File: config.mk
export PLATFORM = sky130hd
export DESIGN_NAME = ack_wait_frame_sender
export DESIGN_NICKNAME = d
export VERILOG_FILES = /design/src/sv/awfs_pkg.sv /design/src/sv/awfs_in_reg.sv /design/src/sv/awfs_core.sv /design/src/sv/awfs_out_reg.sv /design/src/sv/ack_wait_frame_sender.sv
export SDC_FILE = /design/constraint.sdc
export NUM_CORES = 1
export LEC_CHECK = 0
export BUFFER_PORTS_ARGS = -buffer_cell sky130_fd_sc_hd__buf_4
export CAP_MARGIN = 20
export CORE_UTILIZATION = 60
export CTS_CLUSTER_SIZE = 25
export DETAILED_ROUTE_END_ITERATION = 16
export GPL_TIMING_DRIVEN = 0
export PLACE_DENSITY_LB_ADDON = 0.2
export SYNTH_ARGS = -nofsm -noshare
export SYNTH_HDL_FRONTEND = slang
export SYNTH_SLANG_ARGS = --single-unit
File: constraint.sdc
create_clock -name clk -period 6.35 [get_ports clk]
set_clock_uncertainty 0.05 [all_clocks]
set_input_delay 1.27 -clock clk [delete_from_list [all_inputs] [get_ports clk]]
set_output_delay 1.27 -clock clk [all_outputs]
set_load 0.02 [all_outputs]
File: src/sv/awfs_pkg.sv
// Shared types and constants of the acknowledged frame sender.
package awfs_pkg;

  localparam int PROTOCOL_BITS_DEF = 24;
  localparam int TICK_W = 16;
  localparam logic [TICK_W-1:0] TIMEOUT_RESET = 16'd1000;
  localparam logic [TICK_W-1:0] TICK_MAX = 16'hFFFF;
  localparam int M_TDATA_W = 8;

  typedef enum logic [2:0] {
    MODE_STEP       = 3'd0,
    MODE_SEND       = 3'd1,
    MODE_ACK        = 3'd2,
    MODE_READ       = 3'd3,
    MODE_READ_PROTO = 3'd4
  } mode_t;

  typedef enum logic [2:0] {
    ST_IDLE      = 3'd0,
    ST_BUSY      = 3'd1,
    ST_OK        = 3'd2,
    ST_TIMEOUT   = 3'd3,
    ST_PROTO_ERR = 3'd4
  } status_t;

  typedef enum logic [2:0] {
    PH_IDLE    = 3'b001,
    PH_TXWAIT  = 3'b010,
    PH_ACKWAIT = 3'b100
  } phase_t;

  typedef struct packed {
    mode_t mode;
    logic  uart_busy;
    logic  needs_ack;
  } item_ctrl_t;

  // Packed so that status sits in the lowest bits.
  typedef struct packed {
    logic    start_tx;
    logic    rejected;
    status_t status;
  } result_t;

  localparam int RESULT_W = $bits(result_t);

endpackage

File: src/sv/awfs_in_reg.sv
// Input register: holds one accepted request and unpacks its fields.
module awfs_in_reg
  import awfs_pkg::*;
#(
  parameter int PROTOCOL_BITS = PROTOCOL_BITS_DEF,
  parameter int S_TDATA_W     = ((PROTOCOL_BITS + 2 + 7) / 8) * 8
) (
  input  logic                     clk,
  input  logic                     rst,
  input  logic                     s_axis_tvalid,
  output logic                     s_axis_tready,
  input  logic [S_TDATA_W-1:0]     s_axis_tdata,
  input  logic [2:0]               s_axis_tuser,
  input  logic                     advance,
  output logic                     item_valid,
  output item_ctrl_t               item_ctrl,
  output logic [PROTOCOL_BITS-1:0] item_protocol
);

  logic valid;

  assign s_axis_tready = !valid || advance;
  assign item_valid    = valid;

  always_ff @(posedge clk) begin
    if (rst) begin
      valid <= 1'b0;
    end else if (s_axis_tready) begin
      valid <= s_axis_tvalid;
    end
  end

  always_ff @(posedge clk) begin
    if (s_axis_tvalid && s_axis_tready) begin
      item_ctrl.mode      <= mode_t'(s_axis_tuser);
      item_ctrl.uart_busy <= s_axis_tdata[0];
      item_ctrl.needs_ack <= s_axis_tdata[PROTOCOL_BITS+1];
      item_protocol       <= s_axis_tdata[PROTOCOL_BITS:1];
    end
  end

endmodule

File: src/sv/awfs_core.sv
// Sender state, acknowledgement timer and timeout register; one request per cycle when advance is high.
module awfs_core
  import awfs_pkg::*;
#(
  parameter int PROTOCOL_BITS = PROTOCOL_BITS_DEF
) (
  input  logic                     clk,
  input  logic                     rst,
  input  logic                     cfg_valid,
  output logic                     cfg_ready,
  input  logic [TICK_W-1:0]        cfg_data,
  input  logic                     advance,
  input  item_ctrl_t               item_ctrl,
  input  logic [PROTOCOL_BITS-1:0] item_protocol,
  output result_t                  result
);

  logic [TICK_W-1:0]        timeout_ticks;
  phase_t                   phase, phase_next;
  status_t                  status_reg, status_reg_next;
  logic                     send_pending, send_pending_next;
  logic                     ack_pending, ack_pending_next;
  logic [PROTOCOL_BITS-1:0] sent_protocol, sent_protocol_next;
  logic                     sent_needs_ack, sent_needs_ack_next;
  logic [PROTOCOL_BITS-1:0] ack_protocol, ack_protocol_next;
  logic [TICK_W-1:0]        wait_ticks, wait_ticks_next;
  logic [TICK_W-1:0]        wait_inc;
  logic                     rejected;
  logic                     start_tx;

  assign cfg_ready = 1'b1;
  assign wait_inc  = (wait_ticks != TICK_MAX) ? wait_ticks + 1'b1 : wait_ticks;

  always_comb begin
    phase_next          = phase;
    status_reg_next     = status_reg;
    send_pending_next   = send_pending;
    ack_pending_next    = ack_pending;
    sent_protocol_next  = sent_protocol;
    sent_needs_ack_next = sent_needs_ack;
    ack_protocol_next   = ack_protocol;
    wait_ticks_next     = wait_ticks;
    rejected            = 1'b0;
    start_tx            = 1'b0;
    unique case (item_ctrl.mode)
      MODE_STEP: begin
        unique case (phase)
          PH_TXWAIT: begin
            if (!item_ctrl.uart_busy) begin
              if (!sent_needs_ack) begin
                status_reg_next = ST_IDLE;
                phase_next      = PH_IDLE;
              end else begin
                wait_ticks_next = '0;
                phase_next      = PH_ACKWAIT;
              end
            end
          end
          PH_ACKWAIT: begin
            if (ack_pending) begin
              ack_pending_next = 1'b0;
              status_reg_next  = (ack_protocol == sent_protocol) ? ST_OK : ST_PROTO_ERR;
              phase_next       = PH_IDLE;
            end else begin
              wait_ticks_next = wait_inc;
              if (wait_inc >= timeout_ticks) begin
                status_reg_next = ST_TIMEOUT;
                phase_next      = PH_IDLE;
              end
            end
          end
          default: begin
            phase_next = PH_IDLE;
            if (send_pending) begin
              send_pending_next = 1'b0;
              start_tx          = 1'b1;
              phase_next        = PH_TXWAIT;
            end
          end
        endcase
      end
      MODE_SEND: begin
        if (status_reg == ST_BUSY) begin
          rejected = 1'b1;
        end else begin
          send_pending_next   = 1'b1;
          sent_protocol_next  = item_protocol;
          sent_needs_ack_next = item_ctrl.needs_ack;
          status_reg_next     = ST_BUSY;
        end
      end
      MODE_ACK: begin
        ack_protocol_next = item_protocol;
        ack_pending_next  = 1'b1;
      end
      MODE_READ: begin
        if (status_reg != ST_BUSY) begin
          status_reg_next = ST_IDLE;
        end
      end
      MODE_READ_PROTO: begin
        if (status_reg != ST_BUSY && sent_protocol == item_protocol) begin
          status_reg_next = ST_IDLE;
        end
      end
      default: begin
      end
    endcase
  end

  assign result.status   = status_reg;
  assign result.rejected = rejected;
  assign result.start_tx = start_tx;

  always_ff @(posedge clk) begin
    if (rst) begin
      timeout_ticks <= TIMEOUT_RESET;
    end else if (cfg_valid && cfg_ready) begin
      timeout_ticks <= cfg_data;
    end
  end

  always_ff @(posedge clk) begin
    if (rst) begin
      phase          <= PH_IDLE;
      status_reg     <= ST_IDLE;
      send_pending   <= 1'b0;
      ack_pending    <= 1'b0;
      sent_protocol  <= '0;
      sent_needs_ack <= 1'b0;
      ack_protocol   <= '0;
      wait_ticks     <= '0;
    end else if (advance) begin
      phase          <= phase_next;
      status_reg     <= status_reg_next;
      send_pending   <= send_pending_next;
      ack_pending    <= ack_pending_next;
      sent_protocol  <= sent_protocol_next;
      sent_needs_ack <= sent_needs_ack_next;
      ack_protocol   <= ack_protocol_next;
      wait_ticks     <= wait_ticks_next;
    end
  end

endmodule

File: src/sv/awfs_out_reg.sv
// Result register on the master side of the stream.
module awfs_out_reg
  import awfs_pkg::*;
(
  input  logic                 clk,
  input  logic                 rst,
  input  logic                 load,
  input  result_t              result,
  output logic                 can_load,
  output logic                 m_axis_tvalid,
  input  logic                 m_axis_tready,
  output logic [M_TDATA_W-1:0] m_axis_tdata
);

  logic    valid;
  result_t held;

  assign can_load      = !valid || m_axis_tready;
  assign m_axis_tvalid = valid;
  assign m_axis_tdata  = {{(M_TDATA_W - RESULT_W){1'b0}}, held};

  always_ff @(posedge clk) begin
    if (rst) begin
      valid <= 1'b0;
    end else if (can_load) begin
      valid <= load;
    end
  end

  always_ff @(posedge clk) begin
    if (load && can_load) begin
      held <= result;
    end
  end

endmodule

File: src/sv/ack_wait_frame_sender.sv
// Stop-and-wait frame sender with acknowledgement timeout: top level.
// Every request on the slave stream (step tick, send, ack, status read, status read
// with protocol) yields exactly one result on the master stream carrying the status
// as it was before the request, a refusal flag for sends made while busy, and the
// start_tx pulse. A request is held in the input register and its answer is then
// loaded into the result register, from which it is presented on the master side;
// with the master side ready the block takes one request every cycle, the rate being
// set by the state update between the two registers. A stalled master side holds
// its result, and once both registers are full the slave side stops taking
// requests. timeout_ticks is written on the cfg channel (reset 1000) and should
// change only while no request is in flight.
module ack_wait_frame_sender
  import awfs_pkg::*;
#(
  parameter int PROTOCOL_BITS = PROTOCOL_BITS_DEF,
  parameter int S_TDATA_W     = ((PROTOCOL_BITS + 2 + 7) / 8) * 8
) (
  input  logic                 clk,
  input  logic                 rst,
  input  logic                 cfg_valid,
  output logic                 cfg_ready,
  input  logic [TICK_W-1:0]    cfg_data,       // timeout_ticks
  input  logic                 s_axis_tvalid,
  output logic                 s_axis_tready,
  input  logic [S_TDATA_W-1:0] s_axis_tdata,   // uart_busy, protocol, needs_ack, zero pad
  input  logic [2:0]           s_axis_tuser,   // mode
  output logic                 m_axis_tvalid,
  input  logic                 m_axis_tready,
  output logic [M_TDATA_W-1:0] m_axis_tdata    // status, rejected, start_tx, zero pad
);

  logic                     item_valid;
  item_ctrl_t               item_ctrl;
  logic [PROTOCOL_BITS-1:0] item_protocol;
  logic                     can_load;
  logic                     advance;
  result_t                  result;

  // Advance the held request when the result register can take its answer.
  assign advance = item_valid && can_load;

  awfs_in_reg #(
    .PROTOCOL_BITS (PROTOCOL_BITS),
    .S_TDATA_W     (S_TDATA_W)
  ) u_in_reg (
    .clk           (clk),
    .rst           (rst),
    .s_axis_tvalid (s_axis_tvalid),
    .s_axis_tready (s_axis_tready),
    .s_axis_tdata  (s_axis_tdata),
    .s_axis_tuser  (s_axis_tuser),
    .advance       (advance),
    .item_valid    (item_valid),
    .item_ctrl     (item_ctrl),
    .item_protocol (item_protocol)
  );

  awfs_core #(
    .PROTOCOL_BITS (PROTOCOL_BITS)
  ) u_core (
    .clk           (clk),
    .rst           (rst),
    .cfg_valid     (cfg_valid),
    .cfg_ready     (cfg_ready),
    .cfg_data      (cfg_data),
    .advance       (advance),
    .item_ctrl     (item_ctrl),
    .item_protocol (item_protocol),
    .result        (result)
  );

  awfs_out_reg u_out_reg (
    .clk           (clk),
    .rst           (rst),
    .load          (item_valid),
    .result        (result),
    .can_load      (can_load),
    .m_axis_tvalid (m_axis_tvalid),
    .m_axis_tready (m_axis_tready),
    .m_axis_tdata  (m_axis_tdata)
  );

endmodule

==> impl_metrics.ini <==
[setup_path]
slowest_delay_ns = 0.59
timing.rr.start = u_core.wait_ticks[3]
path_buf_inv = 2
path_max_fanout = 10
crit_required_ns = 6.70
end_kind = register
critPathSlowestCell = nor4_2
critical_path_class = reg2reg
crit_chain = clkbuf_1, nand4_1, nor4_2, nand2_1, buf_2, a31oi_1, ha_1, nand4_1, or3_1, or4_1, a31oi_1, mux2i_1, nor2_1
critPathTopFamily = simple AND/OR/NAND/NOR gates
cp-startpoint = u_core.wait_ticks[3]
startpoint_type = register
worstPathArrival_ns = 4.68

[floorplanning]
num_rows = 35
coreArea_um2 = 9330
initial_core_util = 0.626
die_w_um = 101
die_area_um2 = 10100
ios = 67
die_y_um = 101

[clocking]
ctsResizeCount = 0
clkLatencyLatePin_ns = 0.53
cts_buffer_depth = 2
cts_root_buffer = clkbuf_8
cts_setup_buffers = 0
cts-hold-fix-buffers = 0
cts_max_level = 4
cts_tree = yes
clock_sinks = 125
clkTransAtPathRegs_ns = 0.06
cts_buffers = 17

[timing]
fin_crit_sh = 0.682
worstMarginPinSlew_ns = 0.815
rsz0062_at_grt = false
fin_crit_ns = 4.33
hold_viol_final = 0
setup_viol = 0
fin_setup_tns_ns = 0
max_freq_mhz = 231
slew_headroom = 0.457
drv_slew = 0

[synth]
yosysSeqAreaShare = 0.487
ys_top_cells_by_count = dfxtp_1, nor2_1, mux2i_1
synth.distinct_cells = 51
synth_most_common_cell = dfxtp_1
synth_edf_count = 34
yosys_register_bits = 125
ys_warn_count = 0
synthFlopType = dfxtp_1
syn_inst = 580
synth_top_area_cell = dfxtp_1
yosys-top-cells-area = dfxtp_1, edfxtp_1, mux2i_1
netlist_area_um2 = 5840
avgSynthCellArea_um2 = 10.1
async_flop_share = 0
synth_top_area_frac = 0.312

[drt]
final_antenna_net_count = 0
drt-total-wl_um = 13000
wl_per_cell_um = 16.2
drt_iter0_drc = 189
first_pass_iters = 5
num_vias = 4462
via_per_inst = 5.59
drc = 0

[place]
globalplace.congestion = 0.892
hpwl_um = 9360
port_buffers = 54

[grt]
grt_pass1_wl_um = 20800
use_met3 = 0.0666
use_met1 = 0.319
grt_pass1_vias = 4313
gr-total-overflow = 0
grt_busiest_layer = met2
grtUsageMet2 = 0.478
grt_antenna_before_repair = 0
track_usage = 0.277
grt_max_degree = 23

[run_status]
status = finished, final reports clean

[power_and_ir_drop]
irDropWorstVdd_uv = 424
finalPower_uw = 1900
power_density_nw_per_um2 = 271
leakagePower_uw = 0.00312

[flow_run]
cap_violations = 0

[worst_hold_path]
min-delay-start = u_core.status_reg[1]
hold_class = reg2reg

[final_layout]
fill_cells = 658
multi_input_area_um2 = 2790
antennaDiodeCount = 0
final_nets = 729
layout-drive-gt1-share = 0.148
syn_to_final_growth_pct = 20.1
seqCellArea_um2 = 2840
top_regs = u_core.ack_protocol (24), u_core.sent_protocol (24), u_in_reg.item_protocol (24)
## area by class of cell
cell class	count	share of cell area
tap	129	0.0230
timing repair buffer	55	0.0617
multi-input combinational	405	0.398
clock buffer	21	0.0687
buffer	32	0.0198
sequential	125	0.405
clock inverter	11	0.0130
inverter	20	0.0107
## path summary, 6_finish.rpt
path / endpoint / slack [ns] / cells past startpoint
setup / recovery: u_core.phase[2] / 2.02 / 13
hold / removal: u_out_reg.m_axis_tdata[1] / 0.42 / 0
setup reg to reg: u_core.phase[2] / 2.02 / 13
hold reg to reg: u_out_reg.m_axis_tdata[1] / 0.42 / 0
## kinds of logic after synthesis
logic type / Yosys count / share of synthesized area
compound gates: 62 / 0.0720
flops: 125 / 0.487
simple gates: 194 / 0.160
buf+inv: 52 / 0.0367
fa+ha+maj: 17 / 0.0364
other cells: 2 / 0.00129
mux: 67 / 0.115
xor+xnor: 61 / 0.0915
## report_power, final
group / leakage (uW) / internal, uW / switching, uW
Combinational: 0.00177 / 54.8 / 59.2
Clock: 0.000278 / 546 / 379
Sequential: 0.00107 / 844 / 18.3
## layout by cell type (no fill, tap or decap), drive strengths merged, types with 6 or more instances in the layout
master / netlist / layout
a21oi: 17 / 17
a31oi: 9 / 9
buf: 10 / 65
clkbuf: 22 / 43
dfxtp: 91 / 91
edfxtp: 34 / 34
ha: 17 / 17
inv: 20 / 27
mux2i: 65 / 65
nand2: 30 / 30
nand3: 14 / 14
nand4: 15 / 15
nor2: 83 / 83
nor3: 14 / 14
nor4: 8 / 8
o211ai: 7 / 7
o21ai: 7 / 7
or3: 6 / 6
xnor2: 38 / 38
xor2: 23 / 23
## routing by layer
metal | up-vias | share of wire
li1 | 2191 | -
met1 | 2099 | 0.42
met2 | 146 | 0.50
met3 | 26 | 0.055
met4 | 0 | 0.027
met5 | - | 0
## metrics by stage
| step | worst slack, ns | hold WS (ns) | utilization | cells | cell area [um^2] |
|---|---|---|---|---|---|
| final | 2.02 | 0.421 | 0.752 | 798 | 7010 |
| after global routing | 1.67 | 0.420 | 0.752 | 798 | 7010 |
| after CTS | 2.09 | 0.419 | 0.752 | 798 | 7010 |
| after detailed placement | 2.13 | 0.405 | 0.690 | 766 | 6440 |
| after global placement | 2.20 | 0.393 | 0.687 | 765 | 6410 |
| after floorplan | 2.70 | 0.380 | - | 582 | 5840 |
Note: power is estimated with default switching activity, not from simulation.
